[src/hdl/tscr_pkg.sv]
// Shared constants, codes and preset stop table for the three-stop color ramp sampler.
package tscr_pkg;

  localparam int unsigned FRACTION_BITS_DEF = 16;
  localparam int unsigned INTENSITY_W       = 18;
  localparam int unsigned CHAN_W            = 8;
  localparam int unsigned STOP_W            = 4 * CHAN_W;
  localparam int unsigned PRESET_W          = 3;
  localparam int unsigned CFG_IDX_W         = 3;
  localparam int unsigned CFG_DATA_W        = STOP_W;
  localparam int unsigned NUM_PRESETS       = 4;
  localparam int unsigned NUM_STOPS         = 3;

  typedef enum logic [PRESET_W-1:0] {
    PRESET_VIRIDIS   = 3'd0,
    PRESET_MAGMA     = 3'd1,
    PRESET_COOL_HOT  = 3'd2,
    PRESET_GRAYSCALE = 3'd3,
    PRESET_CUSTOM    = 3'd4
  } preset_e;

  typedef enum logic [CFG_IDX_W-1:0] {
    CFG_PRESET      = 3'd0,
    CFG_REVERSE     = 3'd1,
    CFG_CUSTOM_LOW  = 3'd2,
    CFG_CUSTOM_MID  = 3'd3,
    CFG_CUSTOM_HIGH = 3'd4
  } cfg_idx_e;

  // Stops packed r<<24 | g<<16 | b<<8 | a; columns are low, mid, high.
  localparam logic [STOP_W-1:0] RAMP_ROM [NUM_PRESETS][NUM_STOPS] = '{
    '{32'h440154FF, 32'h21918CFF, 32'hFDE725FF},
    '{32'h140E36FF, 32'hB73779FF, 32'hFCFDBFFF},
    '{32'h6496F0FF, 32'hF0B43CFF, 32'hF05050FF},
    '{32'h3C3C3CFF, 32'h8C8C8CFF, 32'hE6E6E6FF}
  };

  localparam logic [STOP_W-1:0] CUSTOM_LOW_RST  = 32'h440154FF;
  localparam logic [STOP_W-1:0] CUSTOM_MID_RST  = 32'h21918CFF;
  localparam logic [STOP_W-1:0] CUSTOM_HIGH_RST = 32'hFDE725FF;

endpackage

[src/hdl/tscr_stream_if.sv]
// Valid/ready stream interfaces for intensity requests and RGBA results.
interface tscr_in_if;
  import tscr_pkg::*;

  logic                          valid;
  logic                          ready;
  logic signed [INTENSITY_W-1:0] intensity;

  modport source (output valid, output intensity, input ready);
  modport sink   (input valid, input intensity, output ready);
endinterface

interface tscr_out_if;
  import tscr_pkg::*;

  logic              valid;
  logic              ready;
  logic [CHAN_W-1:0] red;
  logic [CHAN_W-1:0] green;
  logic [CHAN_W-1:0] blue;
  logic [CHAN_W-1:0] alpha;

  modport source (output valid, output red, output green, output blue, output alpha,
                  input ready);
  modport sink   (input valid, input red, input green, input blue, input alpha,
                  output ready);
endinterface

[src/hdl/tscr_blend.sv]
// One-channel linear blend between two 8-bit stops with round-half-up and clamp.
module tscr_blend #(
  parameter int unsigned FRACTION_BITS = tscr_pkg::FRACTION_BITS_DEF
) (
  input  logic [tscr_pkg::CHAN_W-1:0] a_i,
  input  logic [tscr_pkg::CHAN_W-1:0] b_i,
  input  logic [FRACTION_BITS:0]      f_i,
  output logic [tscr_pkg::CHAN_W-1:0] chan_o
);
  import tscr_pkg::*;

  // Blend is a*ONE + (b - a)*f; magnitude stays below 2^(FRACTION_BITS+9).
  localparam int unsigned VW = FRACTION_BITS + CHAN_W + 3;
  localparam int unsigned QW = VW - FRACTION_BITS;
  localparam logic [VW-1:0] HALF_V = VW'(1) << (FRACTION_BITS - 1);

  logic signed [CHAN_W:0]        diff;
  logic signed [FRACTION_BITS+1:0] f_s;
  logic signed [VW-1:0]          prod;
  logic signed [VW-1:0]          base;
  logic signed [VW-1:0]          v;
  logic signed [VW-1:0]          vr;
  logic        [QW-1:0]          q;

  always_comb begin
    diff = signed'({1'b0, b_i}) - signed'({1'b0, a_i});
    f_s  = signed'({1'b0, f_i});
    prod = VW'(diff) * VW'(f_s);
    base = signed'(VW'({a_i, {FRACTION_BITS{1'b0}}}));
    v    = base + prod;
    vr   = v + signed'(HALF_V);
    q    = vr[VW-1:FRACTION_BITS];
    if (v[VW-1]) begin
      chan_o = '0;
    end else if (|q[QW-2:CHAN_W]) begin
      chan_o = '1;
    end else begin
      chan_o = q[CHAN_W-1:0];
    end
  end

endmodule

[src/hdl/three_stop_color_ramp_sampler_core.sv]
// Top level: intensity to RGBA sampler on a three-stop color ramp.
//
//   channel  dir  handshake          payload
//   in_i     in   valid/ready        intensity (signed, FRACTION_BITS fraction bits)
//   out_o    out  valid/ready        red, green, blue, alpha (8 bits each)
//   cfg      in   cfg_we_i           cfg_idx_i, cfg_data_i (write only)
//
// One request per cycle unless out_o stalls; input register, then result register.
// The blend path is four parallel 9 x (FRACTION_BITS+2) multiplies between the registers.
// A stalled result holds in the result register; the input register keeps accepting
// while it is empty or the result register frees up in the same cycle.
// Reset clears valids and loads the configuration defaults; no clearing pass.
module three_stop_color_ramp_sampler_core #(
  parameter int unsigned FRACTION_BITS = tscr_pkg::FRACTION_BITS_DEF
) (
  input  logic                           clk_i,
  input  logic                           rst_ni,
  tscr_in_if.sink                        in_i,
  tscr_out_if.source                     out_o,
  input  logic                           cfg_we_i,
  input  logic [tscr_pkg::CFG_IDX_W-1:0] cfg_idx_i,
  input  logic [tscr_pkg::CFG_DATA_W-1:0] cfg_data_i
);
  import tscr_pkg::*;

  localparam int unsigned TW = FRACTION_BITS + 1;
  localparam int unsigned CW = (FRACTION_BITS + 2 > INTENSITY_W) ? FRACTION_BITS + 2
                                                                 : INTENSITY_W;
  localparam logic [TW-1:0]        ONE   = TW'(1) << FRACTION_BITS;
  localparam logic [TW-1:0]        HALF  = TW'(1) << (FRACTION_BITS - 1);
  localparam logic signed [CW-1:0] ONE_X = signed'(CW'(1) << FRACTION_BITS);

  // Configuration registers
  logic [PRESET_W-1:0] preset_q;
  logic                rev_q;
  logic [STOP_W-1:0]   cust_lo_q;
  logic [STOP_W-1:0]   cust_mid_q;
  logic [STOP_W-1:0]   cust_hi_q;

  always_ff @(posedge clk_i or negedge rst_ni) begin
    if (!rst_ni) begin
      preset_q   <= PRESET_VIRIDIS;
      rev_q      <= 1'b0;
      cust_lo_q  <= CUSTOM_LOW_RST;
      cust_mid_q <= CUSTOM_MID_RST;
      cust_hi_q  <= CUSTOM_HIGH_RST;
    end else if (cfg_we_i) begin
      case (cfg_idx_i)
        CFG_PRESET:      preset_q   <= cfg_data_i[PRESET_W-1:0];
        CFG_REVERSE:     rev_q      <= cfg_data_i[0];
        CFG_CUSTOM_LOW:  cust_lo_q  <= cfg_data_i[STOP_W-1:0];
        CFG_CUSTOM_MID:  cust_mid_q <= cfg_data_i[STOP_W-1:0];
        CFG_CUSTOM_HIGH: cust_hi_q  <= cfg_data_i[STOP_W-1:0];
        default: ;
      endcase
    end
  end

  // Pipeline control
  logic s1_valid_q;
  logic out_valid_q;
  logic adv_out;
  logic in_acc;
  logic s1_move;

  assign adv_out  = !out_valid_q || out_o.ready;
  assign s1_move  = s1_valid_q && adv_out;
  assign in_i.ready = !s1_valid_q || adv_out;
  assign in_acc   = in_i.valid && in_i.ready;

  always_ff @(posedge clk_i or negedge rst_ni) begin
    if (!rst_ni) begin
      s1_valid_q  <= 1'b0;
      out_valid_q <= 1'b0;
    end else begin
      if (in_i.ready) begin
        s1_valid_q <= in_i.valid;
      end
      if (adv_out) begin
        out_valid_q <= s1_valid_q;
      end
    end
  end

  // Input register
  logic signed [INTENSITY_W-1:0] s1_int_q;

  always_ff @(posedge clk_i) begin
    if (in_acc) begin
      s1_int_q <= in_i.intensity;
    end
  end

  // Saturate, mirror, pick segment and stops
  logic signed [CW-1:0] int_x;
  logic [TW-1:0]        t_sat;
  logic [TW-1:0]        t;
  logic [TW-1:0]        f;
  logic                 seg_hi;
  logic [STOP_W-1:0]    stop_lo;
  logic [STOP_W-1:0]    stop_mid;
  logic [STOP_W-1:0]    stop_hi;
  logic [STOP_W-1:0]    s0;
  logic [STOP_W-1:0]    s1;

  always_comb begin
    int_x = CW'(s1_int_q);
    if (int_x < 0) begin
      t_sat = '0;
    end else if (int_x > ONE_X) begin
      t_sat = ONE;
    end else begin
      t_sat = int_x[TW-1:0];
    end
    t      = rev_q ? (ONE - t_sat) : t_sat;
    seg_hi = (t >= HALF);
    f      = seg_hi ? ((t - HALF) << 1) : (t << 1);

    // Preset codes past custom fall back to the custom stops.
    if (preset_q < PRESET_CUSTOM) begin
      stop_lo  = RAMP_ROM[preset_q[1:0]][0];
      stop_mid = RAMP_ROM[preset_q[1:0]][1];
      stop_hi  = RAMP_ROM[preset_q[1:0]][2];
    end else begin
      stop_lo  = cust_lo_q;
      stop_mid = cust_mid_q;
      stop_hi  = cust_hi_q;
    end
    s0 = seg_hi ? stop_mid : stop_lo;
    s1 = seg_hi ? stop_hi  : stop_mid;
  end

  logic [CHAN_W-1:0] chan [4];

  for (genvar ch = 0; ch < 4; ch++) begin : g_chan
    tscr_blend #(
      .FRACTION_BITS(FRACTION_BITS)
    ) u_blend (
      .a_i   (s0[STOP_W-1-CHAN_W*ch -: CHAN_W]),
      .b_i   (s1[STOP_W-1-CHAN_W*ch -: CHAN_W]),
      .f_i   (f),
      .chan_o(chan[ch])
    );
  end

  // Result register
  logic [CHAN_W-1:0] red_q;
  logic [CHAN_W-1:0] green_q;
  logic [CHAN_W-1:0] blue_q;
  logic [CHAN_W-1:0] alpha_q;

  always_ff @(posedge clk_i) begin
    if (s1_move) begin
      red_q   <= chan[0];
      green_q <= chan[1];
      blue_q  <= chan[2];
      alpha_q <= chan[3];
    end
  end

  assign out_o.valid = out_valid_q;
  assign out_o.red   = red_q;
  assign out_o.green = green_q;
  assign out_o.blue  = blue_q;
  assign out_o.alpha = alpha_q;

  // Checks
  a_acc_fills_s1: assert property (@(posedge clk_i) disable iff (!rst_ni)
    in_acc |=> s1_valid_q)
    else $error("accepted request did not reach the input register");

  a_s1_moves_out: assert property (@(posedge clk_i) disable iff (!rst_ni)
    s1_move |=> out_valid_q)
    else $error("input register advanced without a result");

  a_s1_holds: assert property (@(posedge clk_i) disable iff (!rst_ni)
    (s1_valid_q && !adv_out) |=> (s1_valid_q && $stable(s1_int_q)))
    else $error("input register lost a request during a stall");

  a_ready_only_full: assert property (@(posedge clk_i) disable iff (!rst_ni)
    !in_i.ready |-> (s1_valid_q && out_valid_q && !out_o.ready))
    else $error("request refused while pipeline had room");

endmodule
[src/flat_wrapper.sv]
// flat-port wrapper written by rule: the top's interface ports become plain ports
module three_stop_color_ramp_sampler_core_flat import tscr_pkg::*;
#(
  parameter int unsigned FRACTION_BITS = tscr_pkg::FRACTION_BITS_DEF
)
  (clk_i, rst_ni, cfg_we_i, cfg_idx_i, cfg_data_i, in_i_valid, in_i_intensity, in_i_ready, out_o_valid, out_o_red, out_o_green, out_o_blue, out_o_alpha, out_o_ready);
  tscr_in_if in_i_i ();
  tscr_out_if out_o_i ();
  input  logic clk_i;
  input  logic rst_ni;
  input  logic cfg_we_i;
  input  logic [tscr_pkg::CFG_IDX_W-1:0] cfg_idx_i;
  input  logic [tscr_pkg::CFG_DATA_W-1:0] cfg_data_i;
  input wire logic [$bits(in_i_i.valid)-1:0] in_i_valid;
  input wire logic [$bits(in_i_i.intensity)-1:0] in_i_intensity;
  output wire logic [$bits(in_i_i.ready)-1:0] in_i_ready;
  output wire logic [$bits(out_o_i.valid)-1:0] out_o_valid;
  output wire logic [$bits(out_o_i.red)-1:0] out_o_red;
  output wire logic [$bits(out_o_i.green)-1:0] out_o_green;
  output wire logic [$bits(out_o_i.blue)-1:0] out_o_blue;
  output wire logic [$bits(out_o_i.alpha)-1:0] out_o_alpha;
  input wire logic [$bits(out_o_i.ready)-1:0] out_o_ready;
  assign in_i_i.valid = in_i_valid;
  assign in_i_i.intensity = in_i_intensity;
  assign in_i_ready = in_i_i.ready;
  assign out_o_valid = out_o_i.valid;
  assign out_o_red = out_o_i.red;
  assign out_o_green = out_o_i.green;
  assign out_o_blue = out_o_i.blue;
  assign out_o_alpha = out_o_i.alpha;
  assign out_o_i.ready = out_o_ready;
  three_stop_color_ramp_sampler_core #(.FRACTION_BITS(FRACTION_BITS)) u_core (.clk_i(clk_i), .rst_ni(rst_ni), .in_i(in_i_i), .out_o(out_o_i), .cfg_we_i(cfg_we_i), .cfg_idx_i(cfg_idx_i), .cfg_data_i(cfg_data_i));
endmodule
[config.mk]
export PLATFORM = sky130hd
export DESIGN_NAME = three_stop_color_ramp_sampler_core_flat
export DESIGN_NICKNAME = d
export VERILOG_FILES = /design/src/hdl/tscr_pkg.sv /design/src/hdl/tscr_stream_if.sv /design/src/hdl/tscr_blend.sv /design/src/hdl/three_stop_color_ramp_sampler_core.sv /design/src/flat_wrapper.sv
export SDC_FILE = /design/constraint.sdc
export NUM_CORES = 2
export LEC_CHECK = 0
export BUFFER_PORTS_ARGS = -buffer_cell sky130_fd_sc_hd__buf_2
export CAP_MARGIN = 5
export CORE_UTILIZATION = 34
export CTS_BUF_LIST = sky130_fd_sc_hd__clkbuf_8 sky130_fd_sc_hd__clkbuf_16
export DETAILED_ROUTE_END_ITERATION = 12
export HOLD_SLACK_MARGIN = 0.02
export PLACE_DENSITY = 0.5
export SYNTH_ARGS = -nofsm -noshare
export SYNTH_HDL_FRONTEND = slang
export SYNTH_SLANG_ARGS = --single-unit
export TNS_END_PERCENT = 5
[constraint.sdc]
create_clock -name clk_i -period 17.2 [get_ports clk_i]
set_input_delay 2.58 -clock clk_i [delete_from_list [all_inputs] [get_ports clk_i]]
set_output_delay 2.58 -clock clk_i [all_outputs]
set_load 0.01 [all_outputs]
-- Word-level counts from Yosys, hierarchy flattened
Index checks and enable logic that the tools add are counted.
- output and inout port bits: 34
- word-level logic and storage cells: 72
- flip-flop bits (word level): 152
- input bits: 58
- equality and inequality tests: 4
- add/subtract/negate cells: 14
- multiply operators: 4
- mux-type cells: 16
- bitwise operators: 1
- $lt $le $gt $ge: 5
- reduce and logical (&&, ||, !) cells: 16
- operator list (kind ; count):
    $bmux 96 s2 ; 1
    $mux 96 ; 2
    $mux 32 ; 5
    $add 25x27->27 ; 4
    $mul 9x18->27 ; 4
    $add 26x17->26 const B ; 4
    $mux 17 ; 4
    $sub 8x8->9 ; 4
    $mux 8 ; 4
    $gt 18x18->1 const B ; 1
    $lt 18x1->1 const B ; 1
    $ge 17x16->1 const B ; 1
    $sub 17x17->17 const A ; 1
    $sub 16x16->16 const B ; 1
    $reduce_and 2->1 ; 5
    $reduce_or 2->1 ; 4
    $eq 3x2->1 const B ; 2
    $eq 3x1->1 const B ; 1
    $eq 3x3->1 const B ; 1
    $ge 3x3->1 const B ; 1
    $logic_not 3->1 ; 1
    $lt 3x3->1 const B ; 1
    $not 2->3 ; 1
    $logic_and 1x1->1 ; 2
    2 further kinds ; 4

-- Depth between registers and ports, before layout
- depth in word-level cells: 13
- depth in mapped cells: 54
- gate-level depth less buffers: 47

-- Hierarchy
From an unflattened synthesis, not the netlist that was laid out.
- cells, all modules: 3164
- area, all modules: 30267.8 µm²
- by module, submodules not included (module ; area an instance (µm²) ; cells an instance ; sequential area each (µm²) ; times used):
    three_stop_color_ramp_sampler_core ; 7472.2 ; 592 ; 4121.5 ; 1
    tscr_blend at u_core.g_chan[2].u_blend ; 5860.6 ; 654 ; 0.0 ; 1
    tscr_blend at u_core.g_chan[3].u_blend ; 5798.1 ; 666 ; 0.0 ; 1
    tscr_blend at u_core.g_chan[1].u_blend ; 5574.1 ; 623 ; 0.0 ; 1
    tscr_blend at u_core.g_chan[0].u_blend ; 5562.8 ; 629 ; 0.0 ; 1

-- Worst setup path after synthesis
Ideal clock, no wire load.
- kind: register to register
- start: register u_core.s1_int_q[6] (netlist: u_core.int_x[6])
- end: register u_core.blue_q[0] (netlist: u_core.out_o.blue[0]), data pin
- library setup time: 0.153 ns
- path slack: 4.796 ns
- path buffers: 8
- stages on the path, launching flop included: 49
- period minus slack after synthesis: 12.404 ns
- data required time: 17.047 ns
- data arrival time: 12.251 ns
- cells stage by stage: edfxtp_1 or4_4 nand2b_4 o41a_1 buf_6 clkbuf_1 nor2_1 clkbuf_1 nand2_1 ha_1 o31ai_1 o31ai_1 nor2_1 clkbuf_1 clkbuf_1 o21ai_0 o21ai_0 ha_1 [... 13 more ...] fa_1 fa_1 inv_1 fa_1 inv_1 ha_1 clkbuf_1 a21oi_1 o21ai_0 a31o_2 mux2_2 a211o_1 nor4b_1 nand4_1 mux2_1 or4_1 clkbuf_1 o21ai_0
- cells in the longest elaborated chain, start to end: 13
- elaborated cells on any way between the ends: 17
- classes of those cells: add/sub (5); mul (1); order compare (3); mux (7); reduce/logical (1)
- ends and longest elaborated chain (what ; RTL line ; text):
    start: declaration ; three_stop_color_ramp_sampler_core.sv:86 ; logic signed [INTENSITY_W-1:0] s1_int_q;
    start signal: assignment ; three_stop_color_ramp_sampler_core.sv:90 ; s1_int_q <= in_i.intensity;
    $gt 18x18->1 ; three_stop_color_ramp_sampler_core.sv:110 ; end else if (int_x > ONE_X) begin
    $mux 17 ; three_stop_color_ramp_sampler_core.sv:110 ;
    $mux 17 * ; three_stop_color_ramp_sampler_core.sv:108 ; if (int_x < 0) begin
    $sub 17x17->17 ; three_stop_color_ramp_sampler_core.sv:115 ; t = rev_q ? (ONE - t_sat) : t_sat;
    $mux 17 * ; three_stop_color_ramp_sampler_core.sv:115 ;
    $ge 17x16->1 ; three_stop_color_ramp_sampler_core.sv:116 ; seg_hi = (t >= HALF);
    $mux 32 (on tied branches) ; three_stop_color_ramp_sampler_core.sv:130, three_stop_color_ramp_sampler_core.sv:129 ;
    $sub 8x8->9 ; tscr_blend.sv:26 ; diff = signed'({1'b0, b_i}) - signed'({1'b0, a_i});
    $mul 9x18->27 ; tscr_blend.sv:28 ; prod = VW'(diff) * VW'(f_s);
    $add 25x27->27 * ; tscr_blend.sv:30 ; v = base + prod;
    $add 26x17->26 ; tscr_blend.sv:31 ; vr = v + signed'(HALF_V);
    $reduce_or 2->1 ; tscr_blend.sv:35 ; end else if (|q[QW-2:CHAN_W]) begin
    $mux 8 ; tscr_blend.sv:35 ;
    end signal: assignment ; three_stop_color_ramp_sampler_core.sv:156 ; blue_q <= chan[2];
    end: declaration ; three_stop_color_ramp_sampler_core.sv:149 ; logic [CHAN_W-1:0] blue_q;
Every way passes the cells marked *; elsewhere a longest branch is shown, timed or not.
A chain may end at the register's enable or synchronous reset.

-- Worst setup path after layout
- start: register u_core.s1_int_q[6] (netlist: u_core.int_x[6])
- end: register u_core.blue_q[6] (netlist: u_core.out_o.blue[6]), data pin
The elaborated chain is that of the path after synthesis.

==> reports/results.ini <==
[hold_path]
hold_start = u_core.s1_valid_q$_DFFE_PN0N_
hp-class = reg -> reg
min_to = u_core.out_o.valid$_DFFE_PN0P_
hold_depth = 1

[sta]
report.final.slew_viol_count = 0
hold_viol = 0
setup_slack_ps = 2480
tightest_slew_ps = 1340
setup_viol = 0
fmax_mhz = 67.9
fin_skew_ps = 15.2
rsz0062_at_grt = false
slew-limit-headroom_pct = 9.98
totalNegativeSetupSlack_ps = 0
layout_min_cycle_time_ps = 14720
timing.final.crit_share_pct = 85.6

[floorplan]
ios = 92
die_area_um2 = 84400
core_area_um2 = 82200
num_rows = 105
start_util_pct = 34.4
die_w_um = 291
die_h_um = 291

[critical_path]
worst_ep_arrival_time_ps = 15050
endpoint_kind = register
worst-path-max-fanout = 55
cp-start-kind = register
crit_top_cell = fa_1
crit_slowest_cell = clkinv_1
r2r-start = u_core.int_x[6]$_DFFE_PP_
crit_required_ps = 17530
r2r_setup_slack_ps = 2480
r2r_cells = 45
crit_type = reg -> reg
cpPeakStageDelay_ps = 850
r2r-end = u_core.out_o.blue[6]$_SDFFCE_PP0P_

[clocking]
clk_pin_slew_ps = 70
ctsHoldBuffers = 0
post_cts_buffers = 0
clockBufferDepth = 2
clk_latency_ps = 500
cts_tree = built
cts_htree_levels = 4
clockRootBuffer = clkbuf_16
numClockSinks = 152
cts_buffers = 17
cts.repair.resized = 0

[grt]
grt_pass1_vias = 22900
antenna_found_initial = 1
grt_max_degree = 61
grt_usage_pct = 20.6
grt_overflow = 0
grt_pass1_wl_um = 135000

[job]
cap_violations = 0

[synth]
seq_area_frac_synth_pct = 14.6
synth_flop_cell = dfstp_2
synthArstFlopShare_pct = 67.1
syn_nets = 3931
synth-seq-cells = 152
synth_cells = 3178
yosysUniqueCellTypes = 88
syn_area_per_cell_um2 = 8.91
synthesis.area_um2 = 28300
ys_warn_count = 0
synth_edf_count = 50

[final_layout]
layout_commonest_cell = inv_1
layout-drive-gt1-share_pct = 13.3
antenna_cells = 0
fill_cells = 8509
syn_to_final_growth_pct = 8.64
nNetsFinal = 3968
postLayoutCellArea_um2 = 30700
stdcell_count = 4298
final_cell_mix = 468 x inv_1, 432 x fa_1, 401 x nor2_1

[drt]
antenna_left = 0
drcViolationCount = 0
vias = 22400
avgViaCountPerCell = 5.20
drt_iter0_drc = 1445
wl_per_cell_um = 19.5
dr.pass1.iters = 5
routed_wirelength_um = 83800

[place]
place_inst = 4266
pre_cts_ws_ps = 2590
place.gp.congestion = 0.869
numPortBuffers = 91
placed_area_um2 = 30200
dpl.hpwl_um = 67700

[status]
status = finished clean

cell type report:
class	instances	area, µm²	area share, %
clock inverters	11	106	0.346
inverters	468	1760	5.71
repair buffers	163	998	3.25
flip-flops and latches	152	4120	13.4
clock buffers	21	492	1.60
well taps	1070	1340	4.35
multi-input cells	2413	21900	71.3
state kept, by name (all words and copies together), names as in the netlist:
| name | flops |
|---|---|
| u_core.int_x | 18 |
| u_core.cust_mid_q | 32 |
| u_core.out_o.red | 8 |
| u_core.rev_q | 1 |
| u_core.cust_lo_q | 32 |
| u_core.out_o.green | 8 |
| u_core.out_o.valid | 1 |
| u_core.preset_q | 3 |
| u_core.out_o.blue | 8 |
| u_core.s1_valid_q | 1 |
| u_core.cust_hi_q | 32 |
| u_core.out_o.alpha | 8 |
routing by layer:
metal  vias up  track usage [%]  part of all wire [%]
met4         0             6.01                   2.3
met5         -                0                     0
met2       613             32.4                    45
met3        83             2.55                   5.6
li1      10400                -                     -
met1     11300             29.5                    47
critical path, delay by kind of cell (launching register included):
kind,cells,cell delay (ps)
flops,1,470
simple gates,9,3490
mux,3,870
buf+inv,10,2740
fa+ha+maj,9,3980
compound gates,14,2940
synth_stat cells, drive strengths merged (6+ instances only):
cell / instances / area, µm²
buf: 11 / 50.0
nand3: 58 / 290
nor3: 35 / 185
or3: 36 / 230
nor4: 13 / 81.3
nor2b: 12 / 75.1
and4: 8 / 70.1
inv: 467 / 1750
xnor2: 59 / 517
o31a: 7 / 61.3
o211ai: 12 / 90.1
a41oi: 6 / 52.6
ha: 263 / 3290
o41ai: 6 / 78.8
o21ai: 88 / 440
mux2: 101 / 1140
xor2: 43 / 384
fa: 432 / 8650
a21oi: 113 / 566
dfrtp: 48 / 1200
a21o: 25 / 188
a211oi: 20 / 155
o31ai: 19 / 143
nor2: 408 / 1530
clkbuf: 134 / 504
o21bai: 16 / 120
and2: 16 / 100
or4: 8 / 63.8
nand2b: 52 / 333
mux2i: 19 / 203
or2: 36 / 225
o21a: 15 / 113
a211o: 6 / 52.6
edfxtp: 50 / 1500
nand4: 17 / 113
a31o: 9 / 78.8
a31oi: 19 / 119
dfstp: 54 / 1420
mux4: 6 / 135
nand2: 344 / 1290
and3: 27 / 169
worst max path at each step:
stage | from | to | slack, ps | depth (start not counted)
CTS | u_core.int_x[6]$_DFFE_PP_ | u_core.out_o.blue[6]$_SDFFCE_PP0P_ | 2540 | 45
floorplan | u_core.int_x[6]$_DFFE_PP_ | u_core.out_o.blue[0]$_SDFFCE_PP0P_ | 4800 | 48
global route | u_core.int_x[2]$_DFFE_PP_ | u_core.out_o.blue[6]$_SDFFCE_PP0P_ | 1460 | 45
global placement | u_core.int_x[6]$_DFFE_PP_ | u_core.out_o.blue[0]$_SDFFCE_PP0P_ | 2960 | 47
detailed placement | u_core.int_x[6]$_DFFE_PP_ | u_core.out_o.blue[0]$_SDFFCE_PP0P_ | 2590 | 47
finish | u_core.int_x[6]$_DFFE_PP_ | u_core.out_o.blue[6]$_SDFFCE_PP0P_ | 2480 | 45
per-stage QoR:
stage          utilization, %  hold WS, ps
6_report                 37.4          496
5_1_grt                  37.4          524
4_1_cts                  37.4          500
3_5_place_dp             36.7          485
3_3_place_gp             36.7          483
2_1_floorplan               -          449
kinds of logic after synthesis:
family,synth area share [%]
XOR/XNOR,3.18
flip-flops,14.6
multiplexers,5.21
AND/OR/NAND/NOR,17.5
AO/OA/AOI/OAI,9.18
buffers and inverters,8.17
adder cells (fa/ha/maj),42.2
Power is not shown: default switching activity piles up to over one toggle a cycle in this logic, so the estimate is an artifact.
